### src/rtl/ffpa_pkg.sv
// shared constants, codes and types of the first fit page allocator
// no dependencies
`default_nettype none
package ffpa_pkg;
    localparam int MAX_PAGES   = 256;
    localparam int MAX_HANDLES = 16;
    localparam int PAGE_BYTES  = 16384;
    localparam int PAGE_SHIFT  = $clog2(PAGE_BYTES);
    localparam int PIDX_W      = $clog2(MAX_PAGES);
    localparam int SLOT_W      = $clog2(MAX_HANDLES);

    localparam logic [2:0] OP_ALLOC     = 3'd0;
    localparam logic [2:0] OP_RELEASE   = 3'd1;
    localparam logic [2:0] OP_TRANSLATE = 3'd2;
    localparam logic [2:0] OP_QUERY     = 3'd3;
    localparam logic [2:0] OP_CLEAR     = 3'd4;

    localparam logic [2:0] ST_OK         = 3'd0;
    localparam logic [2:0] ST_NOT_ATT    = 3'd1;
    localparam logic [2:0] ST_BAD_COUNT  = 3'd2;
    localparam logic [2:0] ST_NO_SPACE   = 3'd3;
    localparam logic [2:0] ST_NO_SLOT    = 3'd4;
    localparam logic [2:0] ST_BAD_HANDLE = 3'd5;
    localparam logic [2:0] ST_RANGE      = 3'd6;

    localparam logic REG_ARENA_SIZE = 1'b0;

    typedef struct packed {
        logic [2:0]  operation;
        logic [4:0]  handle;
        logic [8:0]  page_count;
        logic [21:0] byte_offset;
        logic [15:0] byte_count;
        logic        handle_ok;
    } item_t;

    typedef struct packed {
        logic  valid;
        item_t item;
    } qhead_t;

    typedef struct packed {
        logic       wr;
        logic [8:0] value;
    } cfg_t;
endpackage
`default_nettype wire

### src/rtl/ffpa_if.sv
// request and result channel interfaces of the page allocator
// no dependencies
`default_nettype none
interface ffpa_req_if;
    logic        valid;
    logic        ready;
    logic [2:0]  operation;
    logic [4:0]  handle;
    logic [8:0]  page_count;
    logic [21:0] byte_offset;
    logic [15:0] byte_count;
    modport source (output valid, operation, handle, page_count, byte_offset, byte_count,
                    input ready);
    modport sink (input valid, operation, handle, page_count, byte_offset, byte_count,
                  output ready);
endinterface

interface ffpa_res_if;
    logic        valid;
    logic        ready;
    logic [2:0]  status;
    logic [4:0]  handle_out;
    logic [7:0]  first_page;
    logic [8:0]  owned_pages;
    logic [21:0] arena_address;
    logic [8:0]  unowned_pages;
    logic [4:0]  handles_in_use;
    modport source (output valid, status, handle_out, first_page, owned_pages,
                    arena_address, unowned_pages, handles_in_use, input ready);
    modport sink (input valid, status, handle_out, first_page, owned_pages,
                  arena_address, unowned_pages, handles_in_use, output ready);
endinterface
`default_nettype wire

### src/rtl/first_fit_page_allocator_top.sv
// flow: an accepted request waits in the queue until the idle back end takes it, and its result
// is registered; allocate adds the first-fit scan, one page a cycle, plus one end check when no
// run fits; release, translate, query and clear go straight from the idle state to the reply
// the back end works on one item at a time and takes the next after the result is registered;
// a two entry queue in front and the result register behind let each side stall on its own
// reset: rst_n clears handle table, counts and arena size at once; top of ffpa_front/ffpa_back
`default_nettype none
module first_fit_page_allocator_top (
    input  wire logic        clk,
    input  wire logic        rst_n,
    input  wire logic        psel,
    input  wire logic        penable,
    input  wire logic        pwrite,
    input  wire logic [2:0]  paddr,
    input  wire logic [31:0] pwdata,
    output logic [31:0]      prdata,
    output logic             pready,
    ffpa_req_if.sink         req,
    ffpa_res_if.source       res
);
    import ffpa_pkg::*;

    qhead_t     head;
    logic       pop;
    cfg_t       cfg;
    logic [8:0] arena_size;

    assign pready = 1'b1;
    assign cfg    = {(psel && penable && pwrite && (paddr[2] == REG_ARENA_SIZE)), pwdata[8:0]};
    assign prdata = (paddr[2] == REG_ARENA_SIZE) ? {23'd0, arena_size} : 32'd0;

    ffpa_front u_front (
        .clk   (clk),
        .rst_n (rst_n),
        .req   (req),
        .head  (head),
        .pop   (pop)
    );

    ffpa_back u_back (
        .clk        (clk),
        .rst_n      (rst_n),
        .head       (head),
        .pop        (pop),
        .cfg        (cfg),
        .arena_size (arena_size),
        .res        (res)
    );
endmodule
`default_nettype wire

### src/rtl/ffpa_front.sv
// front end: accepts requests, classifies the handle, two entry queue
// depends on ffpa_pkg and ffpa_if
`default_nettype none
module ffpa_front (
    input  wire logic            clk,
    input  wire logic            rst_n,
    ffpa_req_if.sink             req,
    output ffpa_pkg::qhead_t     head,
    input  wire logic            pop
);
    import ffpa_pkg::*;

    item_t      q_reg [2];
    logic       wr_ptr_reg;
    logic       rd_ptr_reg;
    logic [1:0] cnt_reg;
    logic       push;
    item_t      in_item;

    assign req.ready = (cnt_reg != 2'd2);
    assign push      = req.valid && req.ready;

    always_comb
    begin
        in_item.operation   = req.operation;
        in_item.handle      = req.handle;
        in_item.page_count  = req.page_count;
        in_item.byte_offset = req.byte_offset;
        in_item.byte_count  = req.byte_count;
        in_item.handle_ok   = (req.handle != 5'd0) && (req.handle <= 5'(MAX_HANDLES));
    end

    assign head = {(cnt_reg != 2'd0), q_reg[rd_ptr_reg]};

    always_ff @(posedge clk or negedge rst_n)
    begin
        if (!rst_n)
        begin
            wr_ptr_reg <= 1'b0;
            rd_ptr_reg <= 1'b0;
            cnt_reg    <= 2'd0;
        end
        else
        begin
            if (push)
            begin
                q_reg[wr_ptr_reg] <= in_item;
                wr_ptr_reg        <= ~wr_ptr_reg;
            end
            if (pop)
                rd_ptr_reg <= ~rd_ptr_reg;
            if (push && !pop)
                cnt_reg <= cnt_reg + 2'd1;
            else if (pop && !push)
                cnt_reg <= cnt_reg - 2'd1;
        end
    end
endmodule
`default_nettype wire

### src/rtl/ffpa_back.sv
// back end: handle table with page range lookup, first-fit scan sequencer, result register
// depends on ffpa_pkg and ffpa_if
`default_nettype none
module ffpa_back (
    input  wire logic             clk,
    input  wire logic             rst_n,
    input  wire ffpa_pkg::qhead_t head,
    output logic                  pop,
    input  wire ffpa_pkg::cfg_t   cfg,
    output logic [8:0]            arena_size,
    ffpa_res_if.source            res
);
    import ffpa_pkg::*;

    localparam logic [1:0] S_IDLE  = 2'd0;
    localparam logic [1:0] S_SCAN  = 2'd1;
    localparam logic [1:0] S_REPLY = 2'd2;

    logic [1:0]        state_reg;
    logic [8:0]        total_reg;
    logic              slot_used_reg [MAX_HANDLES];
    logic [7:0]        slot_start_reg [MAX_HANDLES];
    logic [8:0]        slot_pages_reg [MAX_HANDLES];
    logic [8:0]        free_reg;
    logic [4:0]        hcnt_reg;
    logic [8:0]        count_reg;
    logic [8:0]        p_reg;
    logic [8:0]        run_len_reg;
    logic [7:0]        run_start_reg;
    logic [2:0]        r_status_reg;
    logic [4:0]        r_hout_reg;
    logic [7:0]        r_start_reg;
    logic [8:0]        r_owned_reg;
    logic [21:0]       r_addr_reg;
    logic              out_valid_reg;
    logic [2:0]        o_status_reg;
    logic [4:0]        o_hout_reg;
    logic [7:0]        o_start_reg;
    logic [8:0]        o_owned_reg;
    logic [21:0]       o_addr_reg;
    logic [8:0]        o_free_reg;
    logic [4:0]        o_hcnt_reg;

    logic [SLOT_W-1:0] hslot;
    logic              hfound;
    logic              free_slot_ok;
    logic [SLOT_W-1:0] free_slot;
    logic [22:0]       need;
    logic [22:0]       size;
    logic [8:0]        run_inc;
    logic [8:0]        cfg_cap;
    logic              page_busy;
    logic              out_free;
    item_t             it;

    assign it          = head.item;
    assign arena_size  = total_reg;
    assign hslot       = SLOT_W'(it.handle - 5'd1);
    assign hfound      = it.handle_ok && slot_used_reg[hslot];
    assign need        = {1'b0, it.byte_offset} + {7'd0, it.byte_count};
    assign size        = 23'(slot_pages_reg[hslot]) << PAGE_SHIFT;
    assign run_inc     = run_len_reg + 9'd1;
    assign cfg_cap     = (cfg.value > 9'(MAX_PAGES)) ? 9'(MAX_PAGES) : cfg.value;
    assign pop         = (state_reg == S_IDLE) && head.valid && !cfg.wr;
    assign out_free    = !out_valid_reg || res.ready;

    // lowest free handle slot
    always_comb
    begin
        free_slot_ok = 1'b0;
        free_slot    = '0;
        for (int i = MAX_HANDLES - 1; i >= 0; i--)
        begin
            if (!slot_used_reg[i])
            begin
                free_slot_ok = 1'b1;
                free_slot    = SLOT_W'(i);
            end
        end
    end

    // a page is owned when it lies inside the range of an allocated handle
    always_comb
    begin
        page_busy = 1'b0;
        for (int i = 0; i < MAX_HANDLES; i++)
        begin
            if (slot_used_reg[i] && ({1'b0, p_reg} >= {2'b00, slot_start_reg[i]})
                && ({1'b0, p_reg} < ({2'b00, slot_start_reg[i]} + {1'b0, slot_pages_reg[i]})))
                page_busy = 1'b1;
        end
    end

    assign res.valid          = out_valid_reg;
    assign res.status         = o_status_reg;
    assign res.handle_out     = o_hout_reg;
    assign res.first_page     = o_start_reg;
    assign res.owned_pages    = o_owned_reg;
    assign res.arena_address  = o_addr_reg;
    assign res.unowned_pages  = o_free_reg;
    assign res.handles_in_use = o_hcnt_reg;

    always_ff @(posedge clk or negedge rst_n)
    begin
        if (!rst_n)
        begin
            state_reg     <= S_IDLE;
            total_reg     <= '0;
            free_reg      <= '0;
            hcnt_reg      <= '0;
            out_valid_reg <= 1'b0;
            for (int i = 0; i < MAX_HANDLES; i++)
                slot_used_reg[i] <= 1'b0;
        end
        else
        begin
            if ((state_reg == S_REPLY) && out_free)
                out_valid_reg <= 1'b1;
            else if (res.valid && res.ready)
                out_valid_reg <= 1'b0;

            if (cfg.wr)
            begin
                total_reg <= cfg_cap;
                free_reg  <= cfg_cap;
                hcnt_reg  <= '0;
                for (int i = 0; i < MAX_HANDLES; i++)
                    slot_used_reg[i] <= 1'b0;
            end

            unique case (state_reg)
                S_IDLE:
                begin
                    if (pop)
                    begin
                        count_reg    <= it.page_count;
                        r_status_reg <= ST_OK;
                        r_hout_reg   <= '0;
                        r_start_reg  <= '0;
                        r_owned_reg  <= '0;
                        r_addr_reg   <= '0;
                        state_reg    <= S_REPLY;
                        unique case (it.operation)
                            OP_ALLOC:
                            begin
                                if (total_reg == 9'd0)
                                    r_status_reg <= ST_NOT_ATT;
                                else if (it.page_count == 9'd0)
                                    r_status_reg <= ST_BAD_COUNT;
                                else
                                begin
                                    p_reg       <= '0;
                                    run_len_reg <= '0;
                                    state_reg   <= S_SCAN;
                                end
                            end
                            OP_RELEASE:
                            begin
                                if (!hfound)
                                    r_status_reg <= ST_BAD_HANDLE;
                                else
                                begin
                                    free_reg              <= free_reg + slot_pages_reg[hslot];
                                    hcnt_reg              <= hcnt_reg - 5'd1;
                                    slot_used_reg[hslot]  <= 1'b0;
                                    slot_start_reg[hslot] <= '0;
                                    slot_pages_reg[hslot] <= '0;
                                end
                            end
                            OP_TRANSLATE:
                            begin
                                if (total_reg == 9'd0)
                                    r_status_reg <= ST_NOT_ATT;
                                else if (!hfound)
                                    r_status_reg <= ST_BAD_HANDLE;
                                else
                                begin
                                    r_start_reg <= slot_start_reg[hslot];
                                    r_owned_reg <= slot_pages_reg[hslot];
                                    if (need > size)
                                        r_status_reg <= ST_RANGE;
                                    else
                                        r_addr_reg <= (22'(slot_start_reg[hslot]) << PAGE_SHIFT)
                                                      + it.byte_offset;
                                end
                            end
                            OP_QUERY:
                            begin
                                if (!hfound)
                                    r_status_reg <= ST_BAD_HANDLE;
                                else
                                begin
                                    r_start_reg <= slot_start_reg[hslot];
                                    r_owned_reg <= slot_pages_reg[hslot];
                                end
                            end
                            OP_CLEAR:
                            begin
                                free_reg <= total_reg;
                                hcnt_reg <= '0;
                                for (int i = 0; i < MAX_HANDLES; i++)
                                    slot_used_reg[i] <= 1'b0;
                            end
                            default:
                            begin
                                r_status_reg <= ST_OK;
                            end
                        endcase
                    end
                end
                S_SCAN:
                begin
                    if (p_reg >= total_reg)
                    begin
                        r_status_reg <= ST_NO_SPACE;
                        state_reg    <= S_REPLY;
                    end
                    else if (!page_busy)
                    begin
                        if (run_len_reg == 9'd0)
                            run_start_reg <= p_reg[PIDX_W-1:0];
                        run_len_reg <= run_inc;
                        p_reg       <= p_reg + 9'd1;
                        if (run_inc >= count_reg)
                        begin
                            state_reg <= S_REPLY;
                            if (!free_slot_ok)
                                r_status_reg <= ST_NO_SLOT;
                            else
                            begin
                                // run found: the start is p itself when the run is fresh
                                slot_used_reg[free_slot]  <= 1'b1;
                                slot_start_reg[free_slot] <= (run_len_reg == 9'd0)
                                                             ? p_reg[PIDX_W-1:0] : run_start_reg;
                                slot_pages_reg[free_slot] <= count_reg;
                                free_reg    <= free_reg - count_reg;
                                hcnt_reg    <= hcnt_reg + 5'd1;
                                r_hout_reg  <= 5'(free_slot) + 5'd1;
                                r_start_reg <= (run_len_reg == 9'd0)
                                               ? p_reg[PIDX_W-1:0] : run_start_reg;
                                r_owned_reg <= count_reg;
                            end
                        end
                    end
                    else
                    begin
                        run_len_reg <= '0;
                        p_reg       <= p_reg + 9'd1;
                    end
                end
                S_REPLY:
                begin
                    // wait here while the previous transaction still sits on the port
                    if (out_free)
                    begin
                        o_status_reg <= r_status_reg;
                        o_hout_reg   <= r_hout_reg;
                        o_start_reg  <= r_start_reg;
                        o_owned_reg  <= r_owned_reg;
                        o_addr_reg   <= r_addr_reg;
                        o_free_reg   <= free_reg;
                        o_hcnt_reg   <= hcnt_reg;
                        state_reg    <= S_IDLE;
                    end
                end
                default:
                begin
                    state_reg <= S_IDLE;
                end
            endcase
        end
    end
endmodule
`default_nettype wire

### src/flat_wrapper.sv
// flat-port wrapper written by rule: the top's interface ports become plain ports
module first_fit_page_allocator_top_flat import ffpa_pkg::*;
  (clk, rst_n, psel, penable, pwrite, paddr, pwdata, prdata, pready, req_valid, req_operation, req_handle, req_page_count, req_byte_offset, req_byte_count, req_ready, res_valid, res_status, res_handle_out, res_first_page, res_owned_pages, res_arena_address, res_unowned_pages, res_handles_in_use, res_ready);
  ffpa_req_if req_i ();
  ffpa_res_if res_i ();
  input  wire logic clk;
  input  wire logic rst_n;
  input  wire logic psel;
  input  wire logic penable;
  input  wire logic pwrite;
  input  wire logic [2:0] paddr;
  input  wire logic [31:0] pwdata;
  output logic [31:0] prdata;
  output logic pready;
  input wire logic [$bits(req_i.valid)-1:0] req_valid;
  input wire logic [$bits(req_i.operation)-1:0] req_operation;
  input wire logic [$bits(req_i.handle)-1:0] req_handle;
  input wire logic [$bits(req_i.page_count)-1:0] req_page_count;
  input wire logic [$bits(req_i.byte_offset)-1:0] req_byte_offset;
  input wire logic [$bits(req_i.byte_count)-1:0] req_byte_count;
  output wire logic [$bits(req_i.ready)-1:0] req_ready;
  output wire logic [$bits(res_i.valid)-1:0] res_valid;
  output wire logic [$bits(res_i.status)-1:0] res_status;
  output wire logic [$bits(res_i.handle_out)-1:0] res_handle_out;
  output wire logic [$bits(res_i.first_page)-1:0] res_first_page;
  output wire logic [$bits(res_i.owned_pages)-1:0] res_owned_pages;
  output wire logic [$bits(res_i.arena_address)-1:0] res_arena_address;
  output wire logic [$bits(res_i.unowned_pages)-1:0] res_unowned_pages;
  output wire logic [$bits(res_i.handles_in_use)-1:0] res_handles_in_use;
  input wire logic [$bits(res_i.ready)-1:0] res_ready;
  assign req_i.valid = req_valid;
  assign req_i.operation = req_operation;
  assign req_i.handle = req_handle;
  assign req_i.page_count = req_page_count;
  assign req_i.byte_offset = req_byte_offset;
  assign req_i.byte_count = req_byte_count;
  assign req_ready = req_i.ready;
  assign res_valid = res_i.valid;
  assign res_status = res_i.status;
  assign res_handle_out = res_i.handle_out;
  assign res_first_page = res_i.first_page;
  assign res_owned_pages = res_i.owned_pages;
  assign res_arena_address = res_i.arena_address;
  assign res_unowned_pages = res_i.unowned_pages;
  assign res_handles_in_use = res_i.handles_in_use;
  assign res_i.ready = res_ready;
  first_fit_page_allocator_top u_core (.clk(clk), .rst_n(rst_n), .psel(psel), .penable(penable), .pwrite(pwrite), .paddr(paddr), .pwdata(pwdata), .prdata(prdata), .pready(pready), .req(req_i), .res(res_i));
endmodule
### config.mk
export PLATFORM = sky130hd
export DESIGN_NAME = first_fit_page_allocator_top_flat
export DESIGN_NICKNAME = d
export VERILOG_FILES = /design/src/rtl/ffpa_pkg.sv /design/src/rtl/ffpa_if.sv /design/src/rtl/first_fit_page_allocator_top.sv /design/src/rtl/ffpa_front.sv /design/src/rtl/ffpa_back.sv /design/src/flat_wrapper.sv
export SDC_FILE = /design/constraint.sdc
export NUM_CORES = 1
export LEC_CHECK = 0
export CAP_MARGIN = 0
export CORE_AREA = 2 2 262 264
export CTS_BUF_LIST = sky130_fd_sc_hd__clkbuf_16
export CTS_CLUSTER_DIAMETER = 50
export DETAILED_ROUTE_END_ITERATION = 8
export DIE_AREA = 0 0 264 266
export DONT_BUFFER_PORTS = 1
export HOLD_SLACK_MARGIN = 0.02
export PLACE_DENSITY = 0.7
export REMOVE_ABC_BUFFERS = 1
export SLEW_MARGIN = 20
export SYNTH_ARGS = -nofsm -noshare
export SYNTH_HDL_FRONTEND = slang
export SYNTH_HIERARCHICAL = 1
export SYNTH_SLANG_ARGS = --single-unit
### constraint.sdc
create_clock -name clk -period 7.9 [get_ports clk]
set_clock_uncertainty 0.05 [all_clocks]
set_input_delay 1.185 -clock clk [delete_from_list [all_inputs] [get_ports clk]]
set_output_delay 1.185 -clock clk [all_outputs]
set_load 0.1 [all_outputs]
==> metrics.csv <==
stage;metric;value;unit
synthesis;yosysWarnings;6;
sta;setup_tns;0;ns
worst_hold_path;hold_path_class;input pin to asynchronous set/reset pin;
critical_path;cp-end-kind;flip-flop;
synthesis;synth_area;36800;um^2
sta;slew_headroom;25.9;%
route;wl;112000;um
grt;grt_pass1_wl;166000;um
clock_tree;cts-resized-gates;0;
finish;nNetsFinal;3739;
floorplan;core_area;67700;um^2
grt;grt_usage;31.7;%
sta;finalSetupViolations;0;
critical_path;timing.rr.start;u_core/u_front/rd_ptr_reg;
clock_tree;cts_max_level;3;
grt;grt_max_degree;78;
finish;antenna_cells;0;
floorplan;fp.dieW;264;um
clock_tree;hold_buffers;0;
critical_path;cp_num_cells;17;
route;dr.pass1.iters;6;
sta;tightest_slew;1.11;ns
route;drc;0;
outcome;status;completed;
finish;final_area;40600;um^2
route;antenna_left;0;
clock_tree;clockRootBuffer;clkbuf_16;
power_and_ir_drop;finalPower;11200;uW
synthesis;syn_inst;3081;
finish;utilization;60.0;%
floorplan;die-height;266;um
power_and_ir_drop;ir_drop;164;uV
sta;rsz0062_at_grt;no;
grt;antenna_found_initial;3;
clock_tree;clk_pin_slew_worst_paths;0.06;ns
finish;final_common_cell;edfxtp_1;
grt;grt_pass1_vias;26700;
clock_tree;cts_sinks;571;
sta;period_minus_slack;6.48;ns
grt;overflow;0;
critical_path;cp_slowest_stage_delay;0.85;ns
floorplan;dieArea;70200;um^2
clock_tree;max-clock-path-buffers;3;
synthesis;syn-mean-instance-area;12.0;um^2
critical_path;crit_required;8.21;ns
placed_design;dp_hpwl;82700;um
route;vias;26800;
sta;max_freq;154;MHz
critical_path;r2r_setup_slack;1.42;ns
finish;area_delta_synth_final;10.3;%
critical_path;worstSetupStartpointType;flip-flop;
finish;final_cell_mix;edfxtp_1 (525), ha_1 (463), inv_1 (262);
finish;largest_reg_flops;144;
run;max-cap-violations;0;
critical_path;crit_arrival;6.79;ns
critical_path;path_cells;mux2_4, inv_1, ha_4, buf_4, mux4_2, mux4_2, inv_1, ha_1, and4b_1, nand4_1, nor4b_1, nand4_1, nor3_1, o221ai_1, o21ai_2, o22ai_1, a21o_1;
floorplan;rows;96;
floorplan;initial_utilization;54.4;%
placed_design;gp_congestion;0.969;
placed_design;portBuffers;0;
clock_tree;worstSkewPairLatency;0.63;ns
critical_path;setup.worst_path.end;u_core/u_back/r_status_reg[2];
route;avgRoutedWirePerCell;27.3;um
power_and_ir_drop;powerDensity;275;nW/um^2
clock_tree;cts-buffers-inserted;77;
clock_tree;cts_tree;built;
finish;fillers;5421;
critical_path;slowest_stage;dfrtp_4;
sta;fin_crit_sh;82.0;%
finish;multi_input_comb_area;18700;um^2
sta;final-max-slew-violation-count;0;
route;vias_per_cell;6.53;
critical_path;worstSetupPathType;flip-flop to flip-flop;
power_and_ir_drop;p_leak;0.0166;uW
critical_path;cp_top_family;multiplexers;
critical_path;r2r-end;u_core/u_back/r_status_reg[2];
route;drtIter0Drc;2567;
finish;drive_gt1_share;12.3;%
floorplan;io_pins;193;
sta;report.final.hold_viol_count;0;
critical_path;r2r.worst_path.cells;17;
finish;seqCellArea;16900;um^2
critical_path;path_max_fanout;54;
critical_path;cp-startpoint;u_core/u_front/rd_ptr_reg;
critical_path;path_buf_inv;3;
clock_tree;postCtsSetupRepairBufs;0;
placed_design;place_area;38200;um^2
## metrics by stage
| stage | worst slack (ns) | hold WS, ns | cells |
|---|---|---|---|
| after detailed placement | 1.52 | 0.355 | 3961 |
| after global routing | 0.870 | 0.184 | 4098 |
| after floorplan | -1.57 | 0.350 | 3008 |
| after CTS | 1.47 | 0.180 | 4098 |
| final | 1.42 | 0.217 | 4098 |
| after global placement | 1.54 | 0.351 | 3961 |
## routing by layer
metal	global-route usage [%]	vias up	part of all wire [%]
li1	-	11900	-
met3	6.46	321	9.0
met2	51.4	1328	47
met5	0	-	0.050
met1	39.8	13200	38
met4	17.5	8	5.9
## layout make-up
type	count	area share (%)
multi-input cells	2184	45.9
flip-flops and latches	571	41.7
clock buffers	80	4.93
well taps	882	2.72
inverters	253	2.34
repair buffers	71	1.34
clock inverters	57	1.09
## worst min path at each step
| stage | cells after the start | to | slack, ns |
|---|---|---|---|
| after floorplan | 0 | u_core/u_back/res.arena_address[0] | 0.35 |
| after global placement | 0 | u_core/u_back/res.arena_address[7] | 0.35 |
| after detailed placement | 0 | u_core/u_back/res.arena_address[21] | 0.35 |
| after CTS | 0 | u_core/u_front/rd_ptr_reg | 0.18 |
| after global routing | 0 | u_core/u_back/free_reg[4] | 0.18 |
| final | 0 | u_core/u_back/free_reg[2] | 0.22 |
## where the power goes
group,leakage [uW],internal [uW],total (uW),switching [uW]
Clock,0.00124,1960,3350,1390
Sequential,0.00600,3670,4330,664
Combinational,0.00939,1330,3490,2160
No activity file was read; power rests on OpenSTA's default activity.
